[src/rtl/pufd_pkg.sv]
`timescale 1ns / 1ps
// ----------------------------------------------------------------------------
// pufd_pkg
// Shared types and constants of the percent/UTF-8 filename decoder.
// ----------------------------------------------------------------------------
package pufd_pkg;

  localparam int unsigned LenW = 9;

  localparam logic [2:0] PREFIX_LEN = 3'd7;

  typedef enum logic [2:0] {
    ST_PENDING    = 3'd0,
    ST_ACCEPTED   = 3'd1,
    ST_BAD_PREFIX = 3'd2,
    ST_BAD_ESCAPE = 3'd3,
    ST_FORBIDDEN  = 3'd4,
    ST_TOO_LONG   = 3'd5,
    ST_BAD_UTF8   = 3'd6,
    ST_EMPTY      = 3'd7
  } status_e;

  typedef struct packed {
    logic [7:0] in_byte;
    logic       last_byte;
  } in_item_t;

  typedef struct packed {
    logic       out_valid;
    logic [7:0] out_byte;
    logic       done_res;
    logic [2:0] status;
  } out_item_t;

  // decode stage view after the current item has been applied
  typedef struct packed {
    logic       emit;
    logic [7:0] dec_byte;
    status_e    err;
    logic       prefix_open;
    logic       esc_open;
    logic       count_zero;
  } dec_res_t;

  // lower-case text of the UTF-8'' prefix
  function automatic logic [7:0] prefix_char(input logic [2:0] pos);
    logic [7:0] c;
    case (pos)
      3'd0:    c = 8'h75;
      3'd1:    c = 8'h74;
      3'd2:    c = 8'h66;
      3'd3:    c = 8'h2d;
      3'd4:    c = 8'h38;
      3'd5:    c = 8'h27;
      3'd6:    c = 8'h27;
      default: c = 8'h00;
    endcase
    return c;
  endfunction

  function automatic logic [7:0] fold_case(input logic [7:0] b);
    logic [7:0] r;
    r = b;
    if (b >= 8'h41 && b <= 8'h5a) r = b | 8'h20;
    return r;
  endfunction

  // msb set when not a hex digit
  function automatic logic [4:0] hex_value(input logic [7:0] b);
    logic [4:0] r;
    r = 5'h10;
    if (b >= 8'h30 && b <= 8'h39) begin
      r = {1'b0, b[3:0]};
    end else if ((b >= 8'h61 && b <= 8'h66) || (b >= 8'h41 && b <= 8'h46)) begin
      r = {1'b0, b[3:0] + 4'd9};
    end
    return r;
  endfunction

endpackage

[src/rtl/pufd_decode.sv]
`timescale 1ns / 1ps
// ----------------------------------------------------------------------------
// pufd_decode
// Prefix match, %XX unescape, forbidden byte and length checks.
// ----------------------------------------------------------------------------
module pufd_decode (
  input  logic                          clk_i,
  input  logic                          rst_ni,
  input  logic                          step_i,
  input  logic [7:0]                    byte_i,
  input  logic                          last_i,
  input  logic [pufd_pkg::LenW-1:0]     max_len_i,
  output pufd_pkg::dec_res_t            res_o
);
  import pufd_pkg::*;

  localparam logic [1:0] ESC_NONE = 2'd0;
  localparam logic [1:0] ESC_HIGH = 2'd1;
  localparam logic [1:0] ESC_LOW  = 2'd2;

  logic [2:0]      prefix_pos_q, prefix_pos_d;
  logic [1:0]      esc_q, esc_d;
  logic [3:0]      high_q, high_d;
  logic [LenW-1:0] count_q, count_d;
  status_e         err_q, err_d;

  logic       have;
  logic [7:0] dec;
  logic       emit;
  logic [4:0] hex;

  always_comb begin
    prefix_pos_d = prefix_pos_q;
    esc_d        = esc_q;
    high_d       = high_q;
    count_d      = count_q;
    err_d        = err_q;
    have         = 1'b0;
    dec          = 8'h00;
    emit         = 1'b0;
    hex          = hex_value(byte_i);
    if (err_q == ST_PENDING) begin
      if (prefix_pos_q != PREFIX_LEN) begin
        if (fold_case(byte_i) == prefix_char(prefix_pos_q)) begin
          prefix_pos_d = prefix_pos_q + 3'd1;
        end else begin
          err_d = ST_BAD_PREFIX;
        end
      end else if (esc_q == ESC_HIGH) begin
        if (hex[4]) begin
          err_d = ST_BAD_ESCAPE;
        end else begin
          high_d = hex[3:0];
          esc_d  = ESC_LOW;
        end
      end else if (esc_q == ESC_LOW) begin
        if (hex[4]) begin
          err_d = ST_BAD_ESCAPE;
        end else begin
          dec   = {high_q, hex[3:0]};
          have  = 1'b1;
          esc_d = ESC_NONE;
        end
      end else if (byte_i == 8'h25) begin
        esc_d = ESC_HIGH;
      end else begin
        dec  = byte_i;
        have = 1'b1;
      end

      if (have) begin
        if (dec == 8'h00 || dec == 8'h0d || dec == 8'h0a || dec == 8'h7f) begin
          err_d = ST_FORBIDDEN;
        end else if (count_q >= max_len_i) begin
          err_d = ST_TOO_LONG;
        end else begin
          count_d = count_q + 1'b1;
          emit    = 1'b1;
        end
      end
    end
  end

  assign res_o.emit        = emit;
  assign res_o.dec_byte    = emit ? dec : 8'h00;
  assign res_o.err         = err_d;
  assign res_o.prefix_open = (prefix_pos_d != PREFIX_LEN);
  assign res_o.esc_open    = (esc_d != ESC_NONE);
  assign res_o.count_zero  = (count_d == '0);

  always_ff @(posedge clk_i or negedge rst_ni) begin
    if (!rst_ni) begin
      prefix_pos_q <= '0;
      esc_q        <= ESC_NONE;
      high_q       <= '0;
      count_q      <= '0;
      err_q        <= ST_PENDING;
    end else if (step_i) begin
      if (last_i) begin
        prefix_pos_q <= '0;
        esc_q        <= ESC_NONE;
        high_q       <= '0;
        count_q      <= '0;
        err_q        <= ST_PENDING;
      end else begin
        prefix_pos_q <= prefix_pos_d;
        esc_q        <= esc_d;
        high_q       <= high_d;
        count_q      <= count_d;
        err_q        <= err_d;
      end
    end
  end

endmodule

[src/rtl/pufd_utf8.sv]
`timescale 1ns / 1ps
// ----------------------------------------------------------------------------
// pufd_utf8
// UTF-8 validator over the decoded byte stream.
// ----------------------------------------------------------------------------
module pufd_utf8 (
  input  logic       clk_i,
  input  logic       rst_ni,
  input  logic       feed_i,
  input  logic       clear_i,
  input  logic [7:0] byte_i,
  output logic       bad_o
);
  import pufd_pkg::*;

  logic [1:0]  rem_q, rem_d;
  logic [1:0]  total_q, total_d;
  logic [20:0] cp_q, cp_d;
  logic        err_q, err_d;

  logic [20:0] cp_next;

  assign cp_next = {cp_q[14:0], byte_i[5:0]};

  always_comb begin
    rem_d   = rem_q;
    total_d = total_q;
    cp_d    = cp_q;
    err_d   = err_q;
    if (feed_i && !err_q) begin
      if (rem_q == 2'd0) begin
        if (byte_i <= 8'h7f) begin
          // plain ascii, nothing to track
        end else if (byte_i >= 8'hc2 && byte_i <= 8'hdf) begin
          cp_d    = {16'h0, byte_i[4:0]};
          total_d = 2'd1;
          rem_d   = 2'd1;
        end else if (byte_i >= 8'he0 && byte_i <= 8'hef) begin
          cp_d    = {17'h0, byte_i[3:0]};
          total_d = 2'd2;
          rem_d   = 2'd2;
        end else if (byte_i >= 8'hf0 && byte_i <= 8'hf4) begin
          cp_d    = {18'h0, byte_i[2:0]};
          total_d = 2'd3;
          rem_d   = 2'd3;
        end else begin
          err_d = 1'b1;
        end
      end else if (byte_i[7:6] != 2'b10) begin
        err_d = 1'b1;
      end else begin
        cp_d  = cp_next;
        rem_d = rem_q - 2'd1;
        if (rem_q == 2'd1) begin
          // sequence complete: overlong, surrogate and range checks
          if ((total_q == 2'd2 && cp_next < 21'h000800) ||
              (total_q == 2'd3 && cp_next < 21'h010000) ||
              (cp_next >= 21'h00d800 && cp_next <= 21'h00dfff) ||
              cp_next > 21'h10ffff) begin
            err_d = 1'b1;
          end
        end
      end
    end
  end

  assign bad_o = err_d || (rem_d != 2'd0);

  always_ff @(posedge clk_i or negedge rst_ni) begin
    if (!rst_ni) begin
      rem_q   <= '0;
      total_q <= '0;
      cp_q    <= '0;
      err_q   <= 1'b0;
    end else if (clear_i) begin
      rem_q   <= '0;
      total_q <= '0;
      cp_q    <= '0;
      err_q   <= 1'b0;
    end else if (feed_i) begin
      rem_q   <= rem_d;
      total_q <= total_d;
      cp_q    <= cp_d;
      err_q   <= err_d;
    end
  end

endmodule

[src/rtl/percent_utf8_filename_decoder.sv]
`timescale 1ns / 1ps
// ----------------------------------------------------------------------------
// percent_utf8_filename_decoder
// Decodes an UTF-8'' extended filename value with %XX escapes and checks
// the decoded bytes as UTF-8.
// ----------------------------------------------------------------------------
// Raw value bytes enter back to back, one item per clock unless stalled, and
// each item gives exactly one result item, via the input and then the result
// register. The per-byte work is a single pass through the prefix/unescape
// checks and the UTF-8 validator, whose state registers update as the item
// moves from the input register into the result register. A stalled output
// holds the result while the input register still takes one more item. The
// result for the byte marked last carries the verdict and clears all state.
// Write max_length through the cfg port while idle; the block does not check.
module percent_utf8_filename_decoder #(
  parameter int unsigned MaxLenReset = 259
) (
  input  logic                          clk_i,
  input  logic                          rst_ni,
  input  logic                          in_valid_i,
  output logic                          in_stall_o,
  input  pufd_pkg::in_item_t            in_data_i,
  output logic                          out_valid_o,
  input  logic                          out_stall_i,
  output pufd_pkg::out_item_t           out_data_o,
  input  logic                          cfg_valid_i,
  output logic                          cfg_ready_o,
  input  logic [pufd_pkg::LenW-1:0]     cfg_data_i
);
  import pufd_pkg::*;

  logic [LenW-1:0] max_len_q;
  in_item_t        in_q;
  logic            in_valid_q;
  out_item_t       out_q, res_d;
  logic            out_valid_q;
  logic            adv;
  logic            step;
  dec_res_t        dec;
  logic            utf8_bad;
  status_e         status;

  assign cfg_ready_o = 1'b1;
  assign adv         = !out_valid_q || !out_stall_i;
  assign step        = in_valid_q && adv;
  assign in_stall_o  = in_valid_q && !adv;

  always_ff @(posedge clk_i or negedge rst_ni) begin
    if (!rst_ni) begin
      max_len_q <= LenW'(MaxLenReset);
    end else if (cfg_valid_i && cfg_ready_o) begin
      max_len_q <= cfg_data_i;
    end
  end

  always_ff @(posedge clk_i or negedge rst_ni) begin
    if (!rst_ni) begin
      in_valid_q <= 1'b0;
    end else if (!in_stall_o) begin
      in_valid_q <= in_valid_i;
    end
  end

  always_ff @(posedge clk_i) begin
    if (!in_stall_o && in_valid_i) begin
      in_q <= in_data_i;
    end
  end

  pufd_decode u_decode (
    .clk_i     (clk_i),
    .rst_ni    (rst_ni),
    .step_i    (step),
    .byte_i    (in_q.in_byte),
    .last_i    (in_q.last_byte),
    .max_len_i (max_len_q),
    .res_o     (dec)
  );

  pufd_utf8 u_utf8 (
    .clk_i   (clk_i),
    .rst_ni  (rst_ni),
    .feed_i  (step && dec.emit),
    .clear_i (step && in_q.last_byte),
    .byte_i  (dec.dec_byte),
    .bad_o   (utf8_bad)
  );

  // verdict ranking: decode error, open prefix, open escape, utf8, empty
  always_comb begin
    status = ST_PENDING;
    if (in_q.last_byte) begin
      if (dec.err != ST_PENDING) status = dec.err;
      else if (dec.prefix_open)  status = ST_BAD_PREFIX;
      else if (dec.esc_open)     status = ST_BAD_ESCAPE;
      else if (utf8_bad)         status = ST_BAD_UTF8;
      else if (dec.count_zero)   status = ST_EMPTY;
      else                       status = ST_ACCEPTED;
    end
  end

  assign res_d.out_valid = dec.emit;
  assign res_d.out_byte  = dec.dec_byte;
  assign res_d.done_res  = in_q.last_byte;
  assign res_d.status    = status;

  always_ff @(posedge clk_i or negedge rst_ni) begin
    if (!rst_ni) begin
      out_valid_q <= 1'b0;
    end else if (adv) begin
      out_valid_q <= in_valid_q;
    end
  end

  always_ff @(posedge clk_i) begin
    if (step) begin
      out_q <= res_d;
    end
  end

  assign out_valid_o = out_valid_q;
  assign out_data_o  = out_q;

`ifndef ASSERT_OFF
  a_done_has_verdict: assert property (@(posedge clk_i) disable iff (!rst_ni)
    out_valid_o && out_data_o.done_res |-> out_data_o.status != ST_PENDING)
    else $error("final item without verdict");

  a_pending_unless_done: assert property (@(posedge clk_i) disable iff (!rst_ni)
    out_valid_o && !out_data_o.done_res |-> out_data_o.status == ST_PENDING)
    else $error("verdict on a non-final item");

  a_no_forbidden_out: assert property (@(posedge clk_i) disable iff (!rst_ni)
    out_valid_o && out_data_o.out_valid |->
      out_data_o.out_byte != 8'h00 && out_data_o.out_byte != 8'h0d &&
      out_data_o.out_byte != 8'h0a && out_data_o.out_byte != 8'h7f)
    else $error("forbidden byte emitted");

  a_zero_when_idle_byte: assert property (@(posedge clk_i) disable iff (!rst_ni)
    out_valid_o && !out_data_o.out_valid |-> out_data_o.out_byte == 8'h00)
    else $error("stale byte on result without data");

  a_full_pipe_stalls: assert property (@(posedge clk_i) disable iff (!rst_ni)
    out_valid_o && out_stall_i && in_valid_q |-> in_stall_o)
    else $error("input taken while both registers are held");
`endif

endmodule
[config.mk]
export PLATFORM = sky130hd
export DESIGN_NAME = percent_utf8_filename_decoder
export DESIGN_NICKNAME = d
export VERILOG_FILES = /design/src/rtl/pufd_pkg.sv /design/src/rtl/pufd_decode.sv /design/src/rtl/pufd_utf8.sv /design/src/rtl/percent_utf8_filename_decoder.sv
export SDC_FILE = /design/constraint.sdc
export NUM_CORES = 1
export LEC_CHECK = 0
export ABC_AREA = 1
export ABC_CLOCK_PERIOD_IN_PS = 9490
export BUFFER_PORTS_ARGS = -buffer_cell sky130_fd_sc_hd__buf_2
export CAP_MARGIN = 25
export CORE_MARGIN = 2
export CORE_UTILIZATION = 40
export CTS_CLUSTER_DIAMETER = 80
export CTS_CLUSTER_SIZE = 28
export DETAILED_ROUTE_END_ITERATION = 12
export SLEW_MARGIN = 10
export SYNTH_ARGS = -nofsm -noshare
export SYNTH_HDL_FRONTEND = slang
export SYNTH_SLANG_ARGS = --single-unit
[constraint.sdc]
create_clock -name clk_i -period 9.49 [get_ports clk_i]
set_input_delay 1.898 -clock clk_i [delete_from_list [all_inputs] [get_ports clk_i]]
set_output_delay 1.898 -clock clk_i [all_outputs]
set_load 0.01 [all_outputs]
# Word-level counts from Yosys, hierarchy flattened
# Cells that the tools add are included.
dict set report word_totals {
  output_inout_bits 16
  word_cells 215
  regBits 74
}
dict set report classes {
  mux 100
  magnitude_cmp 20
  reduce_logical 48
  eq_ne 25
  addsub 4
}
# op n
set ops {}
lappend ops {{$mux W15} 9}
lappend ops {{$mux W8} 12}
lappend ops {{$mux W3} 19}
lappend ops {{$mux W2} 25}
lappend ops {{$mux W9} 5}
lappend ops {{$pmux W7 S6} 1}
lappend ops {{$le A8 B7 Y1 const B} 4}
lappend ops {{$ge A8 B8 Y1 const B} 3}
lappend ops {{$le A8 B8 Y1 const B} 3}
lappend ops {{$ge A21 B16 Y1 const B} 1}
lappend ops {{$gt A21 B21 Y1 const B} 1}
lappend ops {{$le A21 B16 Y1 const B} 1}
lappend ops {{$lt A21 B12 Y1 const B} 1}
lappend ops {{$lt A21 B17 Y1 const B} 1}
lappend ops {{$mux W1} 21}
lappend ops {{$mux W4} 5}
lappend ops {{$eq A8 B4 Y1 const B} 2}
lappend ops {{$ge A8 B7 Y1 const B} 2}
lappend ops {{$logic_and A1 B1 Y1} 16}
lappend ops {{$reduce_and A5 Y1} 3}
lappend ops {{$reduce_bool A2 Y1} 7}
lappend ops {{$mux W5} 2}
lappend ops {{$add A9 B1 Y9 const B} 1}
lappend ops {{$eq A3 B3 Y1 const B} 3}
lappend ops {{other kinds (29)} 49}

# Logic depth before layout (Yosys ltp)
# Gate-level depths: netlist (run 1).
dict set report depth {
  word_depth 33
  mapped_depth 29
  mapped_depth_nobuf 29
}

# By module
# Synthesis (run 1) repeated with hierarchy kept, for this count alone.
dict set report unflattened {
  hier_cells 648
  area_unflattened_um2 5126.2
}
# mod cells_per_inst n_inst area_each_um2
set modules_own_cells {}
lappend modules_own_cells {pufd_decode 408 1 2630.0}
lappend modules_own_cells {pufd_utf8 162 1 1268.7}
lappend modules_own_cells {percent_utf8_filename_decoder 78 1 1227.4}

# Least setup slack after synthesis (run 1)
# No wires, ideal clock.
dict set report synth_timing {
  kind {input -> output}
  start {input port out_stall_i}
  end {output port in_stall_o}
  required_ns 7.592
  slack_ns 5.439
  arrival_time_ns 2.153
  path_buffers 0
  stages 2
  path_cell_list {nand2_1 > nor2_1}
}
dict set report synth_via {
  elab_chain_len 4
}
# item line
set synth_lines {}
lappend synth_lines {{from (decl)} percent_utf8_filename_decoder.sv:24} ;# input logic out_stall_i,
lappend synth_lines {{$logic_not A1 Y1} percent_utf8_filename_decoder.sv:44} ;# assign adv = !out_valid_q || !out_stall_i;
lappend synth_lines {{$logic_or A1 B1 Y1} percent_utf8_filename_decoder.sv:44}
lappend synth_lines {{$logic_not A1 Y1} percent_utf8_filename_decoder.sv:46} ;# assign in_stall_o = in_valid_q && !adv;
lappend synth_lines {{$logic_and A1 B1 Y1} percent_utf8_filename_decoder.sv:46}
lappend synth_lines {{to (decl)} percent_utf8_filename_decoder.sv:21} ;# output logic in_stall_o,
# Every way passes these cells.

# Worst setup path in the final report (run 1)
dict set report layout_timing {
  start {input port out_stall_i}
  end {register u_utf8.cp_q[1]}
}
dict set report layout_via {
  elab_chain_len 7
  elab_cells_between_ends 13
  cone_classes {eq/ne: 3; mux: 1; reduce/logical: 9}
}
# item line
set layout_lines {}
lappend layout_lines {{$logic_not A1 Y1 (*)} percent_utf8_filename_decoder.sv:44}
lappend layout_lines {{$logic_or A1 B1 Y1 (*)} percent_utf8_filename_decoder.sv:44}
lappend layout_lines {{$logic_and A1 B1 Y1 (*)} percent_utf8_filename_decoder.sv:45} ;# assign step = in_valid_q && adv;
lappend layout_lines {{parallel branches: the longest is 4 deep, another holds $ne A5 B4 Y1} -}
lappend layout_lines {{to (signal assigned)} pufd_utf8.sv:83} ;# cp_q <= cp_d;
lappend layout_lines {{to (decl)} pufd_utf8.sv:18} ;# logic [20:0] cp_q, cp_d;
# Every way passes the cells marked *.
# A chain may end at the register's enable or synchronous reset.

==> results of run 1 <==
## power breakdown
| part | internal (mW) | switching [mW] | total (mW) |
|---|---|---|---|
| sequential | 0.349 | 0.0109 | 0.359 |
| combinational | 0.0309 | 0.0618 | 0.0927 |
| clock | 0.209 | 0.148 | 0.357 |
| total | 0.588 | 0.221 | 0.809 |
## cell families after synthesis
group | after synthesis | share of synthesized area [%]
compound gates | 103 | 13.3
fa+ha+maj | 21 | 5.59
simple gates | 268 | 28.1
xor+xnor | 12 | 2.40
flops | 74 | 41.8
buf+inv | 97 | 8.50
mux | 1 | 0.240
other cells | 1 | 0.0798
## cell type report
| cell class | instances | area, um^2 |
|---|---|---|
| Fill cell | 1131 | 6100 |
| Multi-Input combinational cell | 406 | 2330 |
| Sequential cell | 74 | 1970 |
| Inverter | 86 | 328 |
| Clock buffer | 9 | 225 |
| Timing Repair Buffer | 39 | 200 |
| Tap cell | 143 | 179 |
| Clock inverter | 7 | 83.8 |
## worst max-delay path by stage
stage,from,endpoint,slack (ns)
final,out_stall_i,u_utf8.cp_q[1]$_DFFE_PN0P_,4.88
after global routing,out_stall_i,u_utf8.cp_q[6]$_DFFE_PN0P_,4.54
after global placement,out_stall_i,u_utf8.cp_q[1]$_DFFE_PN0P_,4.73
after detailed placement,out_stall_i,u_utf8.cp_q[14]$_DFFE_PN0P_,4.54
after floorplan,out_stall_i,in_stall_o,5.44
after CTS,out_stall_i,u_utf8.cp_q[14]$_DFFE_PN0P_,4.89
## per-layer routing
metal  vias to the layer above  share of wire, %  global-route usage, %
met2                        82                46                   28.8
met3                         8               4.4                   4.48
met5                         -                 0                      0
met1                      1839                48                   23.9
li1                       1992                 -                      -
met4                         0               1.3                   5.53
## flip-flops by register name (all words and copies together) (netlist names)
| signal | flops |
|---|---|
| u_decode.high_q | 4 |
| u_decode.err_q | 3 |
| u_utf8.total_q | 2 |
| out_valid_o | 1 |
| u_decode.count_q | 9 |
| u_utf8.rem_q | 2 |
| u_utf8.err_q | 1 |
| out_data_o | 13 |
| max_len_q | 9 |
| in_valid_q | 1 |
| u_decode.prefix_pos_q | 3 |
| u_decode.esc_q | 2 |
| u_utf8.cp_q | 15 |
| in_q | 9 |
## worst max-delay path: stages
cell and delay [ns]:
sky130_fd_sc_hd__buf_2 0.09, sky130_fd_sc_hd__nand2_1 0.08, sky130_fd_sc_hd__inv_1 0.06, sky130_fd_sc_hd__nor2_2 0.07, sky130_fd_sc_hd__buf_4 0.31, sky130_fd_sc_hd__clkinv_1 0.35
sky130_fd_sc_hd__nor2_1 0.57, sky130_fd_sc_hd__clkinv_1 0.39, sky130_fd_sc_hd__nand2_1 0.18, sky130_fd_sc_hd__nor2_1 0.07, sky130_fd_sc_hd__a21o_1 0.35, sky130_fd_sc_hd__inv_4 0.26
sky130_fd_sc_hd__nand3_1 0.12, sky130_fd_sc_hd__o21ai_2 0.07
## per-stage QoR
| stage | setup WS [ns] | utilization (%) | instances | cell area [um^2] | hold WS [ns] |
|---|---|---|---|---|---|
| 2_1_floorplan | 5.44 | - | 577 | 4700 | 0.434 |
| 3_3_place_gp | 4.73 | 43.9 | 748 | 5010 | 0.470 |
| 3_5_place_dp | 4.54 | 43.9 | 748 | 5010 | 0.469 |
| 4_1_cts | 4.89 | 46.6 | 764 | 5320 | 0.484 |
| 5_1_grt | 4.54 | 46.6 | 764 | 5320 | 0.506 |
| 6_report | 4.88 | 46.6 | 764 | 5320 | 0.477 |
## cells in the final DEF (no fill, tap or decap), drive strengths merged, types with 2 or more instances in the layout
cell type | Yosys | layout
o2111ai | 3 | 3
nor2 | 68 | 68
o21ai | 50 | 50
nand4 | 12 | 12
a31oi | 3 | 3
a211oi | 2 | 2
nand2 | 126 | 126
clkbuf | 5 | 9
xor2 | 12 | 12
inv | 83 | 87
nand3 | 44 | 44
nand3b | 2 | 2
edfxtp | 22 | 22
a21oi | 24 | 24
o31ai | 4 | 4
dfstp | 3 | 3
nor3 | 14 | 14
a21o | 3 | 3
o22ai | 6 | 6
buf | 6 | 39
clkinv | 3 | 4
ha | 21 | 21
a21boi | 2 | 2
dfrtp | 49 | 49
==> Flow_metrics.wiki, run 1 <==
{| class="wikitable"
! Metric !! Value
|-
| Die area || around 13000 um^2
|-
| Required time of the critical path || 9.76 ns
|-
| Number of register bits inferred by synthesis || 74
|-
| Number of nets in the synthesized netlist || 621
|-
| Post-synthesis cell type with the largest combined area || sky130_fd_sc_hd__dfrtp_1
|-
| Max Fclk || 217 MHz
|-
| Antenna violations before repair || 0
|-
| Effective utilization at floorplan || 41.1%
|-
| Sequential area share after synthesis || 41.8%
|-
| Worst hold start || in_valid_q$_DFFE_PN0N_
|-
| Reg-to-reg slack, setup || 5.73 ns
|-
| Most used DFF post-synth || sky130_fd_sc_hd__dfrtp_1
|-
| Hold path endpoint || out_valid_o$_DFFE_PN0N_
|-
| Routed vias/inst || about 5.1
|-
| Warning count from the yosys run || 0
|-
| Post-Route Setup TNS || 0 ns
|-
| Final setup viols || 0
|-
| Wire length of the first global-routing pass || 18.3 mm
|-
| Number of port buffers || 37
|-
| Hold Violations, Final || 0
|-
| Htree depth || 3
|-
| Share of Yosys cell area claimed by the top area cell type || 26.1%
|-
| Antenna diode count || 0
|-
| Buffer cell driving the clock tree root || sky130_fd_sc_hd__clkbuf_16
|-
| Worst R2R Path Depth || 17
|-
| Largest net degree at the start of global routing || 53
|-
| Startpoint kind of the worst setup timing path || input port
|-
| Gate count after technology mapping || 577
|-
| Max transition margin || 55.5%
|-
| Chip Width || 112 um
|-
| Synth cell types || 50
|-
| Area grow syn2layout || 13.2%
|-
| Via count of the first global-routing pass || 3891
|-
| Clock Pin Slew Worst Setup and Hold Paths || approximately 0.060 ns
|-
| Number of buffers created by CTS || 9
|-
| First DRT Iteration DRCs || roughly 200
|-
| Hold buffer count at CTS || 0
|-
| Top cells by area, synth || sky130_fd_sc_hd__dfrtp_1 (26%), sky130_fd_sc_hd__edfxtp_1 (14%), sky130_fd_sc_hd__nand2_1 (9.2%)
|-
| CTS tree || done
|-
| Remaining number of nets flagged by the antenna check after routing || 0
|-
| Arr. time, crit path || about 4.9 ns
|-
| Endpoint of the most critical register-to-register path || u_utf8.cp_q[1]$_DFFE_PN0P_
|-
| Hold/Removal Path Class || reg2reg
|-
| Post-CTS setup-driven buffer insertion count || 0
|-
| Type of element capturing the critical path || flip-flop
|-
| Pre-Repair DR Iteration Count || 7
|-
| DRC violation count after routing || 0
|-
| Worst skew pair latency || 0.35 ns
|-
| All-layer global routing usage || 17.9%
|-
| Number of vias after detailed routing || between 3000 and 4000
|-
| Critical path fanouts, max || 26
|-
| Fraction of final layout cells sized beyond drive strength 1 || 19.0%
|-
| Total routed wirelength || 10.4 mm
|-
| Average wire per standard cell || approximately 14 um
|-
| Weighted congestion at the end of routability-driven global placement || 0.877
|-
| Setup Crit Path Kind || in2reg
|-
| Total core area || between 10000 and 15000 um^2
|-
| Total overflow reported by the global router || 0
|-
| Post-route clock skew || 0.00910 ns
|-
| Worst hold path cell count || 2
|-
| Power per cell area || 152 nW/um^2
|-
| Number of flops mapped to enable cells by yosys || 22
|-
| Unrepaired setup endpoints after global routing || no
|-
| Overall power consumption || 0.809 mW
|-
| Cell leakage power || 2.45 nW
|-
| Portion of the clock cycle consumed by the worst path in the final layout || 48.6%
|-
| Most used standard cell by instance count after synthesis || sky130_fd_sc_hd__nand2_1
|-
| Number of core rows || 39
|-
| Async S/R FF share, synth || 70.3%
|-
| Final slew viol count || 0
|-
| Post-synth design cell area || 4700 um^2
|-
| Buffer depth of the longest clock path || 2
|-
| Most numerous cell types in the synthesized netlist || sky130_fd_sc_hd__nand2_1 (115), sky130_fd_sc_hd__inv_1 (67), sky130_fd_sc_hd__nor2_1 (62)
|-
| Vertical die dimension || 112 um
|-
| Post_cts resized || 0
|-
| Clock Sinks || 74
|-
| Run status || complete, no violations
|-
| Number of max-capacitance violations reported || 0
|-
| Count of nets after finishing || 660
|-
| Tmin final || 4.61 ns
|-
| Post-DP HPWL || 7.82 mm
|-
| Worst Max-Slew Pin Slew || 0.668 ns
|-
| Per-instance average area after synthesis || 8.14 um^2
|-
| Worst voltage drop across the vdd grid || 0.000115 V
|-
| R2R Path Start || max_len_q[8]$_DFFE_PN1P_
|-
| Number of ports placed on the die boundary || 39
|}
(Power assumes the default switching activity.)
==> run 2: changes to the inputs <==
--- a/config.mk
+++ b/config.mk
@@ -6,7 +6,7 @@
 export NUM_CORES = 1
 export LEC_CHECK = 0
 export ABC_AREA = 1
-export ABC_CLOCK_PERIOD_IN_PS = 9490
+export ABC_CLOCK_PERIOD_IN_PS = 4400
 export BUFFER_PORTS_ARGS = -buffer_cell sky130_fd_sc_hd__buf_2
 export CAP_MARGIN = 25
 export CORE_MARGIN = 2
==> constraint.sdc (replaced) <==
create_clock -name clk_i -period 4.4 [get_ports clk_i]
set_input_delay 0.88 -clock clk_i [delete_from_list [all_inputs] [get_ports clk_i]]
set_output_delay 0.88 -clock clk_i [all_outputs]
set_load 0.01 [all_outputs]
==> Flow_metrics.wiki, run 2 (synthesis results as in run 1) <==
{| class="wikitable"
! Metric !! Value
|-
| Number of port buffers || 37 (unchanged)
|-
| Die area || 12600 um^2 (unchanged)
|-
| Post-DP HPWL || 8.13 mm (+4.0%)
|-
| Weighted congestion at the end of routability-driven global placement || 0.945 (+7.8%)
|-
| Number of core rows || 39 (unchanged)
|-
| Net load switching power || 0.452 mW (+100%)
|-
| Portion of the clock cycle consumed by the worst path in the final layout || roughly 85%
|-
| Average wire per standard cell || 14.0 um (+2.5%)
|-
| Worst hold slack || 0.468 ns (-0.00966 ns)
|-
| Cell internal pwr || 1.20 mW (+100%)
|-
| CTS tree || done
|-
| Type of element capturing the critical path || flip-flop
|-
| Pre-Repair DR Iteration Count || 5 (-2)
|-
| Number of flip-flops in the largest register || 15 (unchanged)
|-
| Hold buffer count at CTS || 0 (unchanged)
|-
| Post-route clock skew || 0.00851 ns (-0.000587 ns)
|-
| Buffer cell driving the clock tree root || sky130_fd_sc_hd__clkbuf_16
|-
| Hold Violations, Final || 0 (unchanged)
|-
| Cell family contributing the most delay on the critical path || simple AND/OR/NAND/NOR gates
|-
| Max Fclk || about 270 MHz
|-
| Total routed wirelength || 10.7 mm (+2.7%)
|-
| Switching Share || 27.4% (+0.064 points)
|-
| Power per cell area || 312 nW/um^2 (+110%)
|-
| Via count of the first global-routing pass || 3781 (-2.8%)
|-
| Number of max-capacitance violations reported || 0 (unchanged)
|-
| Area grow syn2layout || 12.5%
|-
| Required time of the critical path || 4.63 ns (-5.13 ns)
|-
| Clock Sinks || 74 (unchanged)
|-
| Antenna diode count || 0 (unchanged)
|-
| Run status || complete, no violations
|-
| Count of nets after finishing || 662 (+0.30%)
|-
| Count of fill cells added during filler insertion || 1137 (+0.53%)
|-
| First DRT Iteration DRCs || 212 (+8.2%)
|-
| All-layer global routing usage || 18.1% (+0.18 points)
|-
| Total overflow reported by the global router || 0 (unchanged)
|-
| Part of the power in registers || 47.1% (+2.7 points)
|-
| Hold/Removal Path Class || reg2reg
|-
| Post-Route Setup TNS || 0 ns (unchanged)
|-
| Wire length of the first global-routing pass || 18.2 mm (-0.72%)
|-
| Antenna violations before repair || 0 (unchanged)
|-
| Number of ports placed on the die boundary || 39 (unchanged)
|-
| Vertical die dimension || 112 um (unchanged)
|-
| Effective utilization at floorplan || 41.1% (unchanged)
|-
| Final slew viol count || 0 (unchanged)
|-
| Final cell utilization of the core || 46.3% (-0.27 points)
|-
| Cell leakage power || 2.44 nW (-0.55%)
|-
| Routed vias/inst || 5.14 (+0.25%)
|-
| Max transition margin || 61.2% (+5.7 points)
|-
| Remaining number of nets flagged by the antenna check after routing || 0 (unchanged)
|-
| Arr. time, crit path || 3.96 ns (-0.92 ns)
|-
| Post-CTS setup-driven buffer insertion count || 0 (unchanged)
|-
| Delay of the slowest critical-path stage || 0.52 ns (-0.05 ns)
|-
| Most common cell after layout, fill and taps aside || sky130_fd_sc_hd__nand2_1
|-
| Number of buffers created by CTS || 9 (unchanged)
|-
| Total core area || 11400 um^2 (unchanged)
|-
| Slowest cell on the critical path || sky130_fd_sc_hd__dfstp_2
|-
| Final setup viols || 0 (unchanged)
|-
| Clock Pin Slew Worst Setup and Hold Paths || 0.06 ns (about the same)
|-
| Power share of the clock group || 40.3% (-3.8 points)
|-
| Setup Crit Path Kind || reg2reg
|-
| Critical Path, Cell by Cell || inv_1, ha_1, a21oi_1, o21a_1, a21boi_0, nand3_1, nor3_2, nand3_4, inv_4, nand2_2, nand2_1, nand2_1, nor2_1, a21o_1, inv_4, nand3_1, o21ai_2
|-
| Tmin final || 3.73 ns
|-
| DRC violation count after routing || 0 (unchanged)
|-
| Worst Max-Slew Pin Slew || 0.583 ns (-0.0855 ns)
|-
| Buffer depth of the longest clock path || 2 (unchanged)
|-
| Chip Width || 112 um (unchanged)
|-
| Worst voltage drop across the vdd grid || 0.000229 V (+98%)
|-
| Fraction of final layout cells sized beyond drive strength 1 || 18.9% (-0.061 points)
|-
| Combinational share of power || 12.6% (+1.1 points)
|-
| Largest net degree at the start of global routing || 28 (-47%)
|-
| Htree depth || 3 (unchanged)
|-
| Most flop-heavy register || u_utf8.cp_q
|-
| Critical path fanouts, max || 17 (-35%)
|-
| Most used cells in the layout excluding fill and tap cells || sky130_fd_sc_hd__nand2_1 (115), sky130_fd_sc_hd__inv_1 (67), sky130_fd_sc_hd__nor2_1 (61)
|-
| Count of buffering cells on the critical path with inverters included || 3 (-3)
|-
| Post-Place Cell Area || 5020 um^2 (+0.30%)
|-
| Number of vias after detailed routing || 3941 (+0.51%)
|-
| Post_cts resized || 0 (unchanged)
|-
| Final design area excluding fillers || 5290 um^2 (-0.59%)
|-
| Worst skew pair latency || 0.35 ns (about the same)
|-
| Unrepaired setup endpoints after global routing || no
|-
| Startpoint kind of the worst setup timing path || flip-flop
|-
| Overall power consumption || 1.65 mW (+100%)
|}
run 2: layer usage:
layer | routed length (um) | track usage, % | share of wire [%]
met3 | 538 | 4.54 | 5.0
met4 | 208 | 6.26 | 1.9
met5 | 0 | 0 | 0
met2 | 5040 | 29.5 | 47
met1 | 4910 | 23.5 | 46
run 2: final cells by class:
cell class,instances,area [um^2],area share [%]
Clock buffer,10,229,4.33
Inverter,86,328,6.20
Multi-Input combinational cell,406,2330,44.2
Sequential cell,74,1970,37.2
Timing Repair Buffer,41,215,4.07
Clock inverter,6,33.8,0.639
Tap cell,143,179,3.39
run 2: path summary, 6_finish.rpt:
check	endpoint	slack, ns	cells after the start	start
setup / recovery	u_utf8.cp_q[1]$_DFFE_PN0P_	0.67	17	max_len_q[8]$_DFFE_PN1P_
hold / removal	out_valid_o$_DFFE_PN0N_	0.47	2	in_valid_q$_DFFE_PN0N_
setup reg to reg	u_utf8.cp_q[1]$_DFFE_PN0P_	0.67	17	max_len_q[8]$_DFFE_PN1P_
hold reg to reg	out_valid_o$_DFFE_PN0N_	0.47	2	in_valid_q$_DFFE_PN0N_
max in group asynchronous	u_utf8.rem_q[1]$_DFFE_PN0P_	3.08	2	rst_ni
min in group asynchronous	max_len_q[4]$_DFFE_PN0P_	0.53	1	rst_ni
run 2: power by group through the flow:
stage               sequential (mW)  combinational [mW]  clock, mW
finish                        0.776               0.208      0.665
global route                  0.780               0.240      0.708
CTS                           0.776               0.211      0.679
detailed placement            0.789               0.210          0
global placement              0.788               0.206          0
floorplan                     0.789               0.128          0
run 2: worst min-delay path, stage by stage (launching register included):
cell and delay (ns):
sky130_fd_sc_hd__dfrtp_1 0.32, sky130_fd_sc_hd__inv_1 0.06, sky130_fd_sc_hd__nand2_1 0.06
run 2: stage by stage:
| step | cells | setup slack (ns) |
|---|---|---|
| 6_report | 766 | 0.675 |
| 5_1_grt | 766 | 0.258 |
| 4_1_cts | 766 | 0.690 |
| 3_5_place_dp | 750 | 0.708 |
| 3_3_place_gp | 750 | 0.718 |
| 2_1_floorplan | 577 | 1.34 |
==> run 3: changes to the inputs <==
--- a/config.mk
+++ b/config.mk
@@ -6,7 +6,7 @@
 export NUM_CORES = 1
 export LEC_CHECK = 0
 export ABC_AREA = 1
-export ABC_CLOCK_PERIOD_IN_PS = 4400
+export ABC_CLOCK_PERIOD_IN_PS = 3900
 export BUFFER_PORTS_ARGS = -buffer_cell sky130_fd_sc_hd__buf_2
 export CAP_MARGIN = 25
 export CORE_MARGIN = 2
==> constraint.sdc (replaced) <==
create_clock -name clk_i -period 3.9 [get_ports clk_i]
set_input_delay 0.78 -clock clk_i [delete_from_list [all_inputs] [get_ports clk_i]]
set_output_delay 0.78 -clock clk_i [all_outputs]
set_load 0.01 [all_outputs]
==> Flow_metrics.wiki, run 3 (synthesis results as in run 1) <==
{| class="wikitable"
! Metric !! Value
|-
| Run status || complete, no violations
|-
| All-layer global routing usage || 18.1% (+0.023 points)
|-
| DRC violation count after routing || 0 (unchanged)
|-
| Number of ports placed on the die boundary || 39 (unchanged)
|-
| Footprint of the multi-input gates || 2340 um^2 (+0.27%)
|-
| Clock Pin Slew Worst Setup and Hold Paths || 0.06 ns (about the same)
|-
| Max transition margin || 60.2% (-0.96 points)
|-
| Most common cell after layout, fill and taps aside || sky130_fd_sc_hd__nand2_1
|-
| Required time of the critical path || 3.98 ns (-0.65 ns)
|-
| Tmin final || 3.61 ns (-0.117 ns)
|-
| Placed insts || 753 (+0.40%)
|-
| Arr. time, crit path || 3.68 ns (-0.28 ns)
|-
| Effective utilization at floorplan || 41.1% (unchanged)
|-
| Unrepaired setup endpoints after global routing || no
|-
| Max Fclk || 277 MHz (+3.2%)
|-
| Non-filler instance count after layout || 769 (+0.39%)
|-
| Final cell utilization of the core || 46.8% (+0.49 points)
|-
| Setup Crit Path Kind || reg2reg
|-
| Delay of the slowest critical-path stage || 0.45 ns (-0.07 ns)
|-
| Number of vias after detailed routing || 3980 (+0.99%)
|-
| Portion of the clock cycle consumed by the worst path in the final layout || 92.5% (+7.8 points)
|-
| CTS tree || done
|-
| Cell leakage power || 2.48 nW (+1.5%)
|-
| Count of nets after finishing || 665 (+0.45%)
|-
| Most flop-heavy register || u_utf8.cp_q
|-
| Antenna violations before repair || 0 (unchanged)
|-
| Average wire per standard cell || 13.9 um (-0.77%)
|-
| Number of max-capacitance violations reported || 0 (unchanged)
|-
| Critical path fanouts, max || 12 (-5)
|-
| Via count of the first global-routing pass || 3883 (+2.7%)
|-
| Area of all sequential standard cells || 1970 um^2 (unchanged)
|-
| Antenna diode count || 0 (unchanged)
|-
| Largest net degree at the start of global routing || 28 (unchanged)
|-
| Overall power consumption || 1.91 mW (+16%)
|-
| Post-DP HPWL || 8.18 mm (+0.61%)
|-
| Final design area excluding fillers || 5340 um^2 (+1.1%)
|-
| Buffer cell driving the clock tree root || sky130_fd_sc_hd__clkbuf_16
|-
| Buffer depth of the longest clock path || 2 (unchanged)
|-
| Routed vias/inst || 5.18 (+0.60%)
|-
| Most used cells in the layout excluding fill and tap cells || sky130_fd_sc_hd__nand2_1 (115), sky130_fd_sc_hd__inv_1 (66), sky130_fd_sc_hd__nor2_1 (61)
|-
| Remaining number of nets flagged by the antenna check after routing || 0 (unchanged)
|-
| Die area || 12600 um^2 (unchanged)
|-
| Total overflow reported by the global router || 0 (unchanged)
|-
| Startpoint kind of the worst setup timing path || flip-flop
|-
| Htree depth || 3 (unchanged)
|-
| Wire length of the first global-routing pass || 18.4 mm (+1.2%)
|-
| Post-Route Setup TNS || 0 ns (unchanged)
|-
| Worst voltage drop across the vdd grid || 0.000235 V (+2.6%)
|-
| Total routed wirelength || 10.7 mm (-0.38%)
|-
| Hold/Removal Path Class || in2async
|-
| Pre-Repair DR Iteration Count || 4 (-1)
|-
| Total core area || 11400 um^2 (unchanged)
|-
| Worst skew pair latency || 0.34 ns (about the same)
|-
| Worst R2R Path Depth || 25 (+8)
|-
| Number of core rows || 39 (unchanged)
|-
| Fraction of final layout cells sized beyond drive strength 1 || 19.6% (+0.71 points)
|-
| Hold Violations, Final || 0 (unchanged)
|-
| Hold buffer count at CTS || 0 (unchanged)
|-
| Type of element capturing the critical path || flip-flop
|-
| Count of fill cells added during filler insertion || 1146 (+0.79%)
|-
| Post-Place Cell Area || 5040 um^2 (+0.45%)
|-
| Slowest cell on the critical path || sky130_fd_sc_hd__edfxtp_1
|-
| First DRT Iteration DRCs || 206 (-2.8%)
|-
| Vertical die dimension || 112 um (unchanged)
|-
| Number of buffers created by CTS || 9 (unchanged)
|-
| Number of port buffers || 37 (unchanged)
|-
| Power per cell area || 358 nW/um^2 (+15%)
|-
| CP dominant cell by count || sky130_fd_sc_hd__nand2_1
|-
| Worst Max-Slew Pin Slew || 0.597 ns (+0.0145 ns)
|-
| Post-route clock skew || 0.00676 ns (-0.00175 ns)
|-
| Chip Width || 112 um (unchanged)
|-
| Clock Sinks || 74 (unchanged)
|-
| Final slew viol count || 0 (unchanged)
|-
| Area grow syn2layout || 13.7%
|-
| Final setup viols || 0 (unchanged)
|-
| Weighted congestion at the end of routability-driven global placement || 0.910 (-3.7%)
|-
| Number of flip-flops in the largest register || 15 (unchanged)
|}
-- run 3: timing repair --
action / in CTS / in global routing
setup endpoints to repair: 0 / 4
setup buffers: 0 / 0
resized for setup: 0 / 2
endpoints found under the hold margin: 0 / 0
-- run 3: per-stage QoR --
| step | setup slack (ns) | hold slack, ns |
|---|---|---|
| 6_report | 0.292 | 0.444 |
| 3_5_place_dp | 0.285 | 0.471 |
| 4_1_cts | 0.272 | 0.458 |
| 2_1_floorplan | 0.844 | 0.434 |
| 3_3_place_gp | 0.412 | 0.463 |
| 5_1_grt | 0.00276 | 0.493 |
-- run 3: worst paths after layout --
| check | slack [ns] | endpoint | from |
|---|---|---|---|
| setup reg to reg | 0.29 | out_data_o[1]$_SDFFCE_PN0P_ | in_q[2]$_DFFE_PP_ |
| max in group asynchronous | 2.64 | u_utf8.rem_q[1]$_DFFE_PN0P_ | rst_ni |
| hold / removal | 0.44 | u_decode.count_q[2]$_DFFE_PN0P_ | rst_ni |
| setup / recovery | 0.29 | out_data_o[1]$_SDFFCE_PN0P_ | in_q[2]$_DFFE_PP_ |
| min in group clk_i | 0.48 | out_valid_o$_DFFE_PN0N_ | in_valid_q$_DFFE_PN0N_ |
| hold reg to reg | 0.48 | out_valid_o$_DFFE_PN0N_ | in_valid_q$_DFFE_PN0N_ |
-- run 3: report_power, final --
part,internal (mW),switching [mW]
Sequential,0.849,0.0263
Combinational,0.0793,0.160
Clock,0.481,0.315
-- run 3: routing by layer --
layer / up-vias / GRT usage (%) / part of all wire (%)
li1: 2002 / - / -
met1: 1866 / 23.7 / 46
met2: 95 / 29.7 / 48
met3: 17 / 4.05 / 5.1
met4: 0 / 6.10 / 1.6
met5: - / 0 / 0
-- run 3: cell type report --
cell class                 count  area share [%]
clock buffer                  12            4.99
clock inverter                 4           0.445
inverter                      86            6.14
multi-input combinational    406            43.8
sequential                    74            36.8
timing repair buffer          44            4.45
tap                          143            3.35
-- run 3: critical path, delay by kind of cell, from the launching register on --
family                     cells  cell delay (ns)
buffers and inverters          4             0.40
DFF                            1             0.45
adders and majority gates      1             0.21
AOI/OAI and AO/OA              2             0.36
and+or+nand+nor               18             1.91
